**config.mk**
```make
export PLATFORM = sky130hd
export DESIGN_NAME = one_shot_periodic_timer_table
export DESIGN_NICKNAME = d
export VERILOG_FILES = /design/src/ostt_pkg.sv /design/src/ostt_cell.sv /design/src/ostt_ctrl.sv /design/src/one_shot_periodic_timer_table.sv
export SDC_FILE = /design/constraint.sdc
export NUM_CORES = 2
export LEC_CHECK = 0
export ABC_CLOCK_PERIOD_IN_PS = 10700
export BUFFER_PORTS_ARGS = -buffer_cell sky130_fd_sc_hd__clkbuf_2
export CORE_MARGIN = 2
export CORE_UTILIZATION = 35
export CTS_CLUSTER_DIAMETER = 50
export DETAILED_ROUTE_END_ITERATION = 10
export PLACE_DENSITY = 0.48
export SLEW_MARGIN = 5
export SYNTH_ARGS = -nofsm -noshare
export SYNTH_HDL_FRONTEND = slang
export SYNTH_SLANG_ARGS = --single-unit
```
**constraint.sdc**
```tcl
create_clock -name clk -period 10.7 [get_ports clk]
set_input_delay 1.07 -clock clk [delete_from_list [all_inputs] [get_ports clk]]
set_output_delay 1.07 -clock clk [all_outputs]
set_load 0.01 [all_outputs]
```
**src/ostt_pkg.sv**
```systemverilog
// ----------------------------------------------------------------------------
// ostt_pkg: shared types and constants of the timer table
// Beat payloads, command and result codes, and the cell update opcodes.
// ----------------------------------------------------------------------------
package ostt_pkg;

	localparam int NUM_SLOTS_DEF = 16;
	localparam int TIME_BITS_DEF = 48;
	localparam int SLOT_W        = 4;
	localparam int DELAY_W       = 32;
	localparam int TIME_OUT_W    = 48;

	typedef enum logic [1:0] {
		CMD_TICK         = 2'd0,
		CMD_ARM_ONCE     = 2'd1,
		CMD_ARM_PERIODIC = 2'd2,
		CMD_CANCEL       = 2'd3
	} cmd_t;

	typedef enum logic [2:0] {
		KIND_ARMED  = 3'd0,
		KIND_FULL   = 3'd1,
		KIND_CANCEL = 3'd2,
		KIND_FIRED  = 3'd3,
		KIND_TICK   = 3'd4
	} kind_t;

	typedef struct packed {
		cmd_t                cmd;
		logic [SLOT_W-1:0]   timer_slot;
		logic [DELAY_W-1:0]  delay;
	} req_t;

	typedef struct packed {
		kind_t                 kind;
		logic [SLOT_W-1:0]     slot;
		logic [TIME_OUT_W-1:0] time_now;
		logic                  last;
	} rsp_t;

	typedef enum logic [1:0] {
		UPD_NONE    = 2'd0,
		UPD_ARM     = 2'd1,
		UPD_CLEAR   = 2'd2,
		UPD_RESCHED = 2'd3
	} upd_op_t;

	// Flags that travel down the chain next to the candidate data.
	typedef struct packed {
		logic act_found;
		logic free_found;
	} scan_flags_t;

endpackage

```
**src/ostt_cell.sv**
```systemverilog
// ----------------------------------------------------------------------------
// ostt_cell: one timer slot of the chain
// Holds the slot state and merges it into the candidate passed from the
// previous cell: earliest active deadline and lowest free slot.
// ----------------------------------------------------------------------------
module ostt_cell
	import ostt_pkg::*;
#(
	parameter int NUM_SLOTS = NUM_SLOTS_DEF,
	parameter int TIME_BITS = TIME_BITS_DEF,
	parameter int CELL_IDX  = 0,
	localparam int IDX_W    = $clog2(NUM_SLOTS)
) (
	input  logic                 clk,
	input  logic                 arst_n,
	input  upd_op_t              upd_op,
	input  logic [IDX_W-1:0]     upd_idx,
	input  logic [TIME_BITS-1:0] upd_dl,
	input  logic [DELAY_W-1:0]   upd_per,
	input  scan_flags_t          prev_flags,
	input  logic [TIME_BITS-1:0] prev_dl,
	input  logic [DELAY_W-1:0]   prev_per,
	input  logic [IDX_W-1:0]     prev_idx,
	input  logic [IDX_W-1:0]     prev_free_idx,
	output scan_flags_t          next_flags,
	output logic [TIME_BITS-1:0] next_dl,
	output logic [DELAY_W-1:0]   next_per,
	output logic [IDX_W-1:0]     next_idx,
	output logic [IDX_W-1:0]     next_free_idx
);

	logic                 active_q;
	logic [TIME_BITS-1:0] dl_q;
	logic [DELAY_W-1:0]   per_q;
	scan_flags_t          flags_q;
	logic [TIME_BITS-1:0] cand_dl_q;
	logic [DELAY_W-1:0]   cand_per_q;
	logic [IDX_W-1:0]     cand_idx_q;
	logic [IDX_W-1:0]     free_idx_q;

	logic [IDX_W-1:0] my_idx;
	logic             hit;
	logic             take_act;
	logic             take_free;

	assign my_idx = IDX_W'(CELL_IDX);
	assign hit    = (upd_idx == my_idx);

	// Strictly earlier only, so a tie keeps the lower slot from upstream.
	assign take_act  = active_q && (!prev_flags.act_found || (dl_q < prev_dl));
	assign take_free = !active_q && !prev_flags.free_found;

	always_ff @(posedge clk or negedge arst_n) begin
		if (!arst_n) begin
			active_q <= 1'b0;
			flags_q  <= '0;
		end else begin
			flags_q.act_found  <= prev_flags.act_found || active_q;
			flags_q.free_found <= prev_flags.free_found || !active_q;
			if (hit) begin
				case (upd_op)
					UPD_ARM:   active_q <= 1'b1;
					UPD_CLEAR: active_q <= 1'b0;
					default:   ;
				endcase
			end
		end
	end

	always_ff @(posedge clk) begin
		if (hit && (upd_op == UPD_ARM)) begin
			dl_q  <= upd_dl;
			per_q <= upd_per;
		end else if (hit && (upd_op == UPD_RESCHED)) begin
			dl_q <= upd_dl;
		end
		if (take_act) begin
			cand_dl_q  <= dl_q;
			cand_per_q <= per_q;
			cand_idx_q <= my_idx;
		end else begin
			cand_dl_q  <= prev_dl;
			cand_per_q <= prev_per;
			cand_idx_q <= prev_idx;
		end
		free_idx_q <= take_free ? my_idx : prev_free_idx;
	end

	assign next_flags    = flags_q;
	assign next_dl       = cand_dl_q;
	assign next_per      = cand_per_q;
	assign next_idx      = cand_idx_q;
	assign next_free_idx = free_idx_q;

endmodule

```
**src/ostt_ctrl.sv**
```systemverilog
// ----------------------------------------------------------------------------
// ostt_ctrl: command sequencer of the timer table
// Takes a command beat, waits for the scan to settle at the chain tail, then
// updates at most one cell and hands out each result beat through an output register.
// ----------------------------------------------------------------------------
module ostt_ctrl
	import ostt_pkg::*;
#(
	parameter int NUM_SLOTS = NUM_SLOTS_DEF,
	parameter int TIME_BITS = TIME_BITS_DEF,
	localparam int IDX_W    = $clog2(NUM_SLOTS)
) (
	input  logic                 clk,
	input  logic                 arst_n,
	input  logic                 req_valid,
	output logic                 req_stall,
	input  req_t                 req,
	output logic                 rsp_valid,
	input  logic                 rsp_stall,
	output rsp_t                 rsp,
	input  scan_flags_t          tail_flags,
	input  logic [TIME_BITS-1:0] tail_dl,
	input  logic [DELAY_W-1:0]   tail_per,
	input  logic [IDX_W-1:0]     tail_idx,
	input  logic [IDX_W-1:0]     tail_free_idx,
	output upd_op_t              upd_op,
	output logic [IDX_W-1:0]     upd_idx,
	output logic [TIME_BITS-1:0] upd_dl,
	output logic [DELAY_W-1:0]   upd_per
);

	localparam int CNT_W  = $clog2(NUM_SLOTS);
	localparam int FIRE_W = $clog2(NUM_SLOTS + 1);

	typedef enum logic [1:0] {
		ST_IDLE,
		ST_SCAN,
		ST_RESOLVE
	} state_t;

	state_t               state_q;
	req_t                 req_q;
	logic [TIME_BITS-1:0] now_q;
	logic [CNT_W-1:0]     cnt_q;
	logic [FIRE_W-1:0]    fires_q;
	logic                 rsp_valid_q;
	rsp_t                 rsp_q;

	logic                 out_free;
	logic                 fire_ok;
	logic                 in_range;
	logic [DELAY_W-1:0]   addend;
	logic [TIME_BITS-1:0] sum;

	assign req_stall = (state_q != ST_IDLE);
	assign rsp_valid = rsp_valid_q;
	assign rsp       = rsp_q;

	assign out_free = !rsp_valid_q || !rsp_stall;
	assign fire_ok  = tail_flags.act_found && (tail_dl <= now_q)
		&& (fires_q != FIRE_W'(NUM_SLOTS));
	assign in_range = (32'(req_q.timer_slot) < 32'(NUM_SLOTS));
	assign addend   = (req_q.cmd == CMD_TICK) ? tail_per : req_q.delay;
	assign sum      = now_q + TIME_BITS'(addend);

	always_comb begin
		upd_op  = UPD_NONE;
		upd_idx = tail_idx;
		upd_dl  = sum;
		upd_per = req_q.delay;
		if ((state_q == ST_RESOLVE) && out_free) begin
			case (req_q.cmd)
				CMD_TICK: begin
					if (fire_ok) begin
						upd_op = (tail_per != '0) ? UPD_RESCHED : UPD_CLEAR;
					end
				end
				CMD_ARM_ONCE, CMD_ARM_PERIODIC: begin
					if (tail_flags.free_found) begin
						upd_op  = UPD_ARM;
						upd_idx = tail_free_idx;
						upd_per = (req_q.cmd == CMD_ARM_PERIODIC) ? req_q.delay : '0;
					end
				end
				CMD_CANCEL: begin
					if (in_range) begin
						upd_op  = UPD_CLEAR;
						upd_idx = IDX_W'(req_q.timer_slot);
					end
				end
				default: ;
			endcase
		end
	end

	always_ff @(posedge clk or negedge arst_n) begin
		if (!arst_n) begin
			state_q     <= ST_IDLE;
			now_q       <= '0;
			cnt_q       <= '0;
			fires_q     <= '0;
			rsp_valid_q <= 1'b0;
		end else begin
			// In the resolve state a taken beat is replaced by the next one below.
			if ((state_q != ST_RESOLVE) && rsp_valid_q && !rsp_stall) begin
				rsp_valid_q <= 1'b0;
			end
			case (state_q)
				ST_IDLE: begin
					if (req_valid) begin
						req_q   <= req;
						cnt_q   <= CNT_W'(NUM_SLOTS - 1);
						fires_q <= '0;
						if (req.cmd == CMD_TICK) begin
							now_q <= now_q + TIME_BITS'(1);
						end
						state_q <= ST_SCAN;
					end
				end
				ST_SCAN: begin
					// The tail is settled once every cell has passed on stable state.
					if (cnt_q == '0) begin
						state_q <= ST_RESOLVE;
					end else begin
						cnt_q <= cnt_q - CNT_W'(1);
					end
				end
				ST_RESOLVE: begin
					if (out_free) begin
						rsp_valid_q    <= 1'b1;
						rsp_q.time_now <= TIME_OUT_W'(now_q);
						case (req_q.cmd)
							CMD_TICK: begin
								if (fire_ok) begin
									rsp_q.kind <= KIND_FIRED;
									rsp_q.slot <= SLOT_W'(tail_idx);
									rsp_q.last <= 1'b0;
									fires_q    <= fires_q + FIRE_W'(1);
									cnt_q      <= CNT_W'(NUM_SLOTS - 1);
									state_q    <= ST_SCAN;
								end else begin
									rsp_q.kind <= KIND_TICK;
									rsp_q.slot <= '0;
									rsp_q.last <= 1'b1;
									state_q    <= ST_IDLE;
								end
							end
							CMD_ARM_ONCE, CMD_ARM_PERIODIC: begin
								rsp_q.last <= 1'b1;
								state_q    <= ST_IDLE;
								if (tail_flags.free_found) begin
									rsp_q.kind <= KIND_ARMED;
									rsp_q.slot <= SLOT_W'(tail_free_idx);
								end else begin
									rsp_q.kind <= KIND_FULL;
									rsp_q.slot <= '0;
								end
							end
							CMD_CANCEL: begin
								rsp_q.kind <= KIND_CANCEL;
								rsp_q.slot <= req_q.timer_slot;
								rsp_q.last <= 1'b1;
								state_q    <= ST_IDLE;
							end
							default: state_q <= ST_IDLE;
						endcase
					end
				end
				default: state_q <= ST_IDLE;
			endcase
		end
	end

endmodule

```
**src/one_shot_periodic_timer_table.sv**
```systemverilog
// ----------------------------------------------------------------------------
// one_shot_periodic_timer_table: tick-driven table of timer slots
//
//   channel | dir | payload | beat taken when
//   --------+-----+---------+------------------------------
//   req     | in  | req_t   | req_valid high, req_stall low
//   rsp     | out | rsp_t   | rsp_valid high, rsp_stall low
//
// One command at a time. Each result waits for the scan to settle along the
// cell chain, one register per slot; a tick rescans the chain after every
// fired timer. Reset empties the table and zeroes the time at once. A
// stalled result holds the sequencer but the next command is accepted
// while the last result of the previous one still waits.
// ----------------------------------------------------------------------------
module one_shot_periodic_timer_table
	import ostt_pkg::*;
#(
	parameter int NUM_SLOTS = NUM_SLOTS_DEF,
	parameter int TIME_BITS = TIME_BITS_DEF
) (
	input  logic clk,
	input  logic arst_n,
	input  logic req_valid,
	output logic req_stall,
	input  req_t req,
	output logic rsp_valid,
	input  logic rsp_stall,
	output rsp_t rsp
);

	localparam int IDX_W = $clog2(NUM_SLOTS);

	scan_flags_t          link_flags    [NUM_SLOTS+1];
	logic [TIME_BITS-1:0] link_dl       [NUM_SLOTS+1];
	logic [DELAY_W-1:0]   link_per      [NUM_SLOTS+1];
	logic [IDX_W-1:0]     link_idx      [NUM_SLOTS+1];
	logic [IDX_W-1:0]     link_free_idx [NUM_SLOTS+1];

	upd_op_t              upd_op;
	logic [IDX_W-1:0]     upd_idx;
	logic [TIME_BITS-1:0] upd_dl;
	logic [DELAY_W-1:0]   upd_per;

	assign link_flags[0]    = '0;
	assign link_dl[0]       = '0;
	assign link_per[0]      = '0;
	assign link_idx[0]      = '0;
	assign link_free_idx[0] = '0;

	for (genvar g = 0; g < NUM_SLOTS; g++) begin : g_cell
		ostt_cell #(
			.NUM_SLOTS (NUM_SLOTS),
			.TIME_BITS (TIME_BITS),
			.CELL_IDX  (g)
		) u_cell (
			.clk           (clk),
			.arst_n        (arst_n),
			.upd_op        (upd_op),
			.upd_idx       (upd_idx),
			.upd_dl        (upd_dl),
			.upd_per       (upd_per),
			.prev_flags    (link_flags[g]),
			.prev_dl       (link_dl[g]),
			.prev_per      (link_per[g]),
			.prev_idx      (link_idx[g]),
			.prev_free_idx (link_free_idx[g]),
			.next_flags    (link_flags[g+1]),
			.next_dl       (link_dl[g+1]),
			.next_per      (link_per[g+1]),
			.next_idx      (link_idx[g+1]),
			.next_free_idx (link_free_idx[g+1])
		);
	end

	ostt_ctrl #(
		.NUM_SLOTS (NUM_SLOTS),
		.TIME_BITS (TIME_BITS)
	) u_ctrl (
		.clk           (clk),
		.arst_n        (arst_n),
		.req_valid     (req_valid),
		.req_stall     (req_stall),
		.req           (req),
		.rsp_valid     (rsp_valid),
		.rsp_stall     (rsp_stall),
		.rsp           (rsp),
		.tail_flags    (link_flags[NUM_SLOTS]),
		.tail_dl       (link_dl[NUM_SLOTS]),
		.tail_per      (link_per[NUM_SLOTS]),
		.tail_idx      (link_idx[NUM_SLOTS]),
		.tail_free_idx (link_free_idx[NUM_SLOTS]),
		.upd_op        (upd_op),
		.upd_idx       (upd_idx),
		.upd_dl        (upd_dl),
		.upd_per       (upd_per)
	);

endmodule

```
======== Word-level counts from Yosys, hierarchy flattened ========
Cells that the tools add are included.
operators by class
  reduce and logical (&&, ||, !) cells .... 211
  eq/ne operators ......................... 31
  $lt $le $gt $ge ......................... 16
  mux-type cells .......................... 102
  $add $sub $neg .......................... 4
operators with widths
  cell                   count
  $mux 48                47
  $lt 48x48->1           15
  $mux 32                20
  $logic_and 1x1->1      67
  $add 48x1->48 const B  1
  $add 48x32->48         1
  $le 48x48->1           1
  $logic_not 1->1        48
  $logic_or 1x1->1       46
  $reduce_bool 2->1      19
  $eq 4x4->1 const B     8
  $reduce_and 2->1       16
  $reduce_bool 32->1     1
  $mux 4                 7
  $mux 5                 5
  $pmux 7 s3             1
  $eq 4x3->1 const B     4
  $pmux 2 s3             2
  $pmux 4 s3             1
  $reduce_and 3->1       4
  $eq 2x2->1 const B     5
  $mux 2                 5
  $pmux 5 s2             1
  $eq 4x2->1 const B     2
  19 further kinds       37
storage, ports and cells
  input port bits ......................... 42
  output and inout bits ................... 58
  flip-flop bits (word level) ............. 2860
  word-level logic and storage cells ...... 518

======== Longest topological paths before layout ========
  depth in word-level cells ............... 10
  mapped depth ............................ 18

======== Hierarchy ========
Synthesis repeated with hierarchy kept, for this count alone.
second synthesis, totals
  cell total of the unflattened synthesis .. 8219
  area total of the unflattened synthesis .. 114413.5 um2
by module, submodules not included
  module                             times used  area an instance (um2)  cells an instance
  ostt_cell (g_cell[10].u_cell ...)  4           6551.3                  454
  ostt_cell (g_cell[1].u_cell ...)   4           6550.0                  454
  ostt_cell (g_cell[11].u_cell ...)  4           6547.5                  456
  ostt_cell (g_cell[12].u_cell ...)  2           6547.5                  457
  ostt_ctrl                          1           9628.0                  936
  ostt_cell (g_cell[0].u_cell)       1           6546.3                  456
  ostt_cell (g_cell[15].u_cell)      1           6545.0                  456
  one_shot_periodic_timer_table      1           3.8                     1

======== Least setup slack after synthesis ========
No wires, ideal clock.
  path type ............................... reg-to-reg
  from .................................... register u_ctrl.now_q[1]
  to ...................................... register g_cell[15].u_cell.dl_q[0] (enable)
  arrival ................................. 4.870 ns
  data required time ...................... 10.246 ns
  setup slack ............................. 5.376 ns
  period minus slack after synthesis ...... 5.324 ns
  cell stages (with the launch flop) ...... 17
  cell sequence ........................... dfrtp_1 inv_1 ha_1 nor2b_1 o21a_1 o21a_1 o21ai_0 a21boi_0 o21ai_0 nor4bb_1 o21ai_0 and2_1 nor3_1 ha_1 nor2_1 clkbuf_1 nor2_1
on the way
  longest elaborated chain between the ends .. 9
RTL lines
  element                                          line                              source
  from (decl)                                      ostt_ctrl.sv:43                   logic [TIME_BITS-1:0] now_q;
  from (signal assigned)                           ostt_ctrl.sv:115                  now_q <= now_q + TIME_BITS'(1);
  $le 48x48->1 (*)                                 ostt_ctrl.sv:60                   assign fire_ok = tail_flags.act_found && (tail_dl <= now_q)
  $logic_and 1x1->1 (*)                            ostt_ctrl.sv:60
  $logic_and 1x1->1 (*)                            ostt_ctrl.sv:61                   && (fires_q != FIRE_W'(NUM_SLOTS));
  $mux 2 (*)                                       ostt_ctrl.sv:74                   if (fire_ok) begin
  $pmux 2 s3 (*)                                   ostt_ctrl.sv:72                   case (req_q.cmd)
  $mux 2 (*)                                       ostt_ctrl.sv:71                   if ((state_q == ST_RESOLVE) && out_free) begin
  $eq 2x2->1 / $eq 2x1->1 (equally long branches)  ostt_cell.sv:74, ostt_cell.sv:71
  $logic_and 1x1->1, on equally long branches      ostt_cell.sv:74, ostt_cell.sv:71
  $reduce_bool 2->1 (no line) (*)                  n/a
  to (signal assigned)                             ostt_cell.sv:72                   dl_q <= upd_dl;
  to (signal assigned)                             ostt_cell.sv:75                   dl_q <= upd_dl;
  to (decl)                                        ostt_cell.sv:33                   logic [TIME_BITS-1:0] dl_q;
Mark *: on every way between the ends. The rest lies on a longest branch, timed or not.
A chain may end at the register's enable or synchronous reset.

======== Worst setup path after layout ========
  from .................................... register u_ctrl.req_q[36] (netlist bit)
  to ...................................... register g_cell[7].u_cell.dl_q[40], data pin
RTL lines
  element                          line              source
  from (decl)                      ostt_ctrl.sv:42   req_t req_q;
  from (signal assigned)           ostt_ctrl.sv:111  req_q <= req;
  $logic_not 2->1 (*)              ostt_ctrl.sv:63   assign addend = (req_q.cmd == CMD_TICK) ? tail_per : req_q.delay;
  $mux 32 (*)                      ostt_ctrl.sv:63
  $add 48x32->48 (*)               ostt_ctrl.sv:64   assign sum = now_q + TIME_BITS'(addend);
  via g_cell[0].u_cell.upd_dl[40]  ostt_cell.sv:18   input logic [TIME_BITS-1:0] upd_dl,
  $mux 48                          ostt_cell.sv:74   end else if (hit && (upd_op == UPD_RESCHED)) begin
  $mux 48 (*)                      ostt_cell.sv:71   if (hit && (upd_op == UPD_ARM)) begin
  to (signal assigned)             ostt_cell.sv:72
  to (signal assigned)             ostt_cell.sv:75
  to (decl)                        ostt_cell.sv:33
Mark *: on every way through the listed nets, which the timed path passes. The rest lies on a longest branch. The select of a mux whose other input is x is not followed.

==> results.yml <==
logic_synthesis:
  yosysMostFrequentCell: "dfxtp_1"
  syn_inst: 7748
  async_flop_share_pct: 3.78
  yosysWarningCount: 0
  synth_flop_cell: "dfxtp_1"
  ys_seq_elements: 2860
  synth-seq-area-share_pct: 64.7
  syn_nets: 8588
  synth_common_cells: "dfxtp_1 (1,378), edfxtp_1 (1,374), mux2_2 (1,171)"
  synth-edff-count: 1374
  syn-cell-area_um2: 111000
  synth_top_area_cell: "edfxtp_1"
  synthTopCellsByArea: "edfxtp_1 (37%), dfxtp_1 (25%), mux2_2 (12%), ha_1 (9.0%), inv_1 (2.7%)"
  syn_area_per_cell_um2: 14.3
  synth_top_area_share_pct: 37.3
  synth.distinct_cells: 83
drt:
  postRouteAntennaNets: 0
  met3WireLength_um: 13100
  routed_via_density: 4.72
  wl_met2_um: 127000
  wl_met1_um: 126000
  drc_errors: 0
  drt_iter0_markers: 3570
  vias: 59500
  wl_per_cell_um: 21.6
  wl_um: 273000
  top_layer: "met5"
  drt_first_pass_iters: 5
die:
  io_pins: 100
  rows: 206
  initial_core_util_pct: 35.1
  dieArea_um2: 321000
  core-area_um2: 315000
  die_height_um: 566
  die_w_um: 566
placement:
  dpl_worst_slack_ps: 4160
  portBuffers: 99
  routabilityCongestion: 0.821
  dp_hpwl_um: 194000
timing:
  setup-tns-final_ps: 0
  fin_skew_ps: 52.3
  setup_viol: 0
  tightest_slew_ps: 1280
  period_needed_ps: 6450
  finalMaxSlewViolations: 0
  finalCritPeriodShare_pct: 60.3
  slew_headroom_pct: 14.5
  hold_violations: 0
  final.setup.worst_slack_ps: 4250
  rsz0062_at_grt: "false"
  max_freq_mhz: 155
power_and_ir_drop:
  pwr_density_cell_nw_per_um2: 238
  total_power_mw: 30.8
  irDropWorstVdd_mv: 0.158
  p_leak_nw: 50.8
clock_network:
  cts.sinks: 2860
  cts_tree: "built"
  htree_levels: 5
  clockBufferDepth: 4
  cts-root-buf: "clkbuf_16"
  path_clk_slew_ps: 50
  clkLatencyLatePin_ps: 910
  cts_buffers: 356
min_path:
  min_path_type: "primary input to flip-flop"
  min_from: "req[26]"
worst_setup_path:
  cp-end-kind: "flip-flop"
  required_ps: 11240
  start_kind: "flip-flop"
  critPathLaunch: "u_ctrl.req_q[36]$_DFFE_PP_"
  r2r-start: "u_ctrl.req_q[36]$_DFFE_PP_"
  critical_path_class: "flip-flop to flip-flop"
  worstPathMaxFanout: 32
  crit_arrival_ps: 7000
global_routing:
  grt_overflow_total: 0
  grt_usage_pct: 16.8
  grt_max_degree: 84
  grt_pass1_wl_um: 404000
  grt_pass1_vias: 62300
  antenna_found_initial: 36
status:
  status: "complete, no violations"
finish:
  nets: 8975
  synthToLayoutAreaGrowth_pct: 16.7
  utilization_pct: 41.0
  drive_gt1_share_pct: 25.4
flow_run:
  maxCapViolCount: 0
through the flow:
step	hold WS (ps)	area, um^2	cells
2_1_floorplan	352	111000	7748
3_3_place_gp	395	117000	11900
3_5_place_dp	392	117000	11900
4_1_cts	255	129000	12600
5_1_grt	302	129000	12600
6_report	355	129000	12600
layer usage:
| metal | vias to the layer above | global-route usage (%) |
|---|---|---|
| li1 | 28600 | - |
| met1 | 29500 | 22.9 |
| met2 | 1054 | 27.3 |
| met3 | 410 | 2.86 |
| met4 | 8 | 4.74 |
| met5 | - | 0 |
layout by cell type (no fill, tap or decap), types with 92 or more instances in the layout:
cell	synthesis	routed
a21oi_1	245	244
nand4_1	141	141
clkbuf_16	0	365
nor2_1	204	167
ha_1	797	795
a21o_1	221	221
mux2_2	1171	1171
inv_1	804	804
dfxtp_1	1378	1378
dfrtp_1	108	107
o21ai_0	152	152
edfxtp_1	1374	1374
nand2_1	118	116
clkbuf_2	0	98
nor2b_1	124	92
cell type report:
type | count | area [um^2]
Fill cell | 28800 | 186000
Sequential cell | 2860 | 71500
Multi-Input combinational cell | 3924 | 36000
Clock buffer | 470 | 9850
Tap cell | 4160 | 5200
Inverter | 804 | 3020
Clock inverter | 197 | 2250
Timing Repair Buffer | 189 | 1180
Antenna cell | 9 | 22.5
cell families (layout without fill, tap and decap cells):
logic type	Yosys count	count (layout)	synth area share, %
AO/OA/AOI/OAI	799	799	4.62
XOR/XNOR	93	93	0.736
adder cells (fa/ha/maj)	798	798	9.03
buffers and inverters	964	1660	3.50
flip-flops	2860	2860	64.7
multiplexers	1233	1233	12.6
other	0	9	0
AND/OR/NAND/NOR	1001	1001	4.87
where the power goes:
part	total (mW)	switching (mW)	internal, mW	leakage, nW
Clock	12.1	4.84	7.30	5.87
Combinational	4.62	2.56	2.07	19.6
Sequential	14.0	0.801	13.2	25.3
Total	30.8	8.20	22.6	50.8
critical path, stage by stage (launching register included):
cell       delay [ps]
edfxtp_1          430
inv_1             140
ha_2              290
buf_4             430
mux2_2            400
ha_2              190
fa_2              370
a211oi_1          320
o21ai_0           200
and4_1            220
a21oi_1           360
nor3b_1           150
o31ai_2           470
o2111ai_1         200
a21oi_1           940
nor2b_1           190
xnor2_2           790
flip-flops by register name, summed over array words and instances, names as in the netlist:
name                         cells
g_cell.u_cell.active_q          16
g_cell.u_cell.dl_q             768
g_cell.u_cell.next_dl          768
g_cell.u_cell.next_flags        32
g_cell.u_cell.next_free_idx     49
g_cell.u_cell.next_idx          49
g_cell.u_cell.next_per         512
g_cell.u_cell.per_q            512
u_ctrl.cnt_q                     4
u_ctrl.fires_q                   5
u_ctrl.now_q                    48
u_ctrl.req_q                    38
u_ctrl.rsp                      56
u_ctrl.rsp_valid                 1
u_ctrl.state_q                   2
repair_timing:
action                    4_1_cts  5_1_grt
resized for setup               0        0
hold buffers                    1        0
buffers inserted                0        0
hold endpoints to repair       10        0
final timing paths:
path	slack, ps	cells after the start	endpoint
min	350	1	u_ctrl.req_q[26]$_DFFE_PP_
max	4250	16	g_cell[7].u_cell.dl_q[40]$_DFFE_PP_
max in group asynchronous	9000	3	g_cell[0].u_cell.active_q$_DFFE_PN0P_
min in group asynchronous	570	2	u_ctrl.now_q[28]$_DFFE_PN0P_
min reg2reg	410	1	g_cell[13].u_cell.next_idx[0]$_SDFF_PP1_
max reg2reg	4250	16	g_cell[7].u_cell.dl_q[40]$_DFFE_PP_
Note: power is estimated with default switching activity, not from simulation.
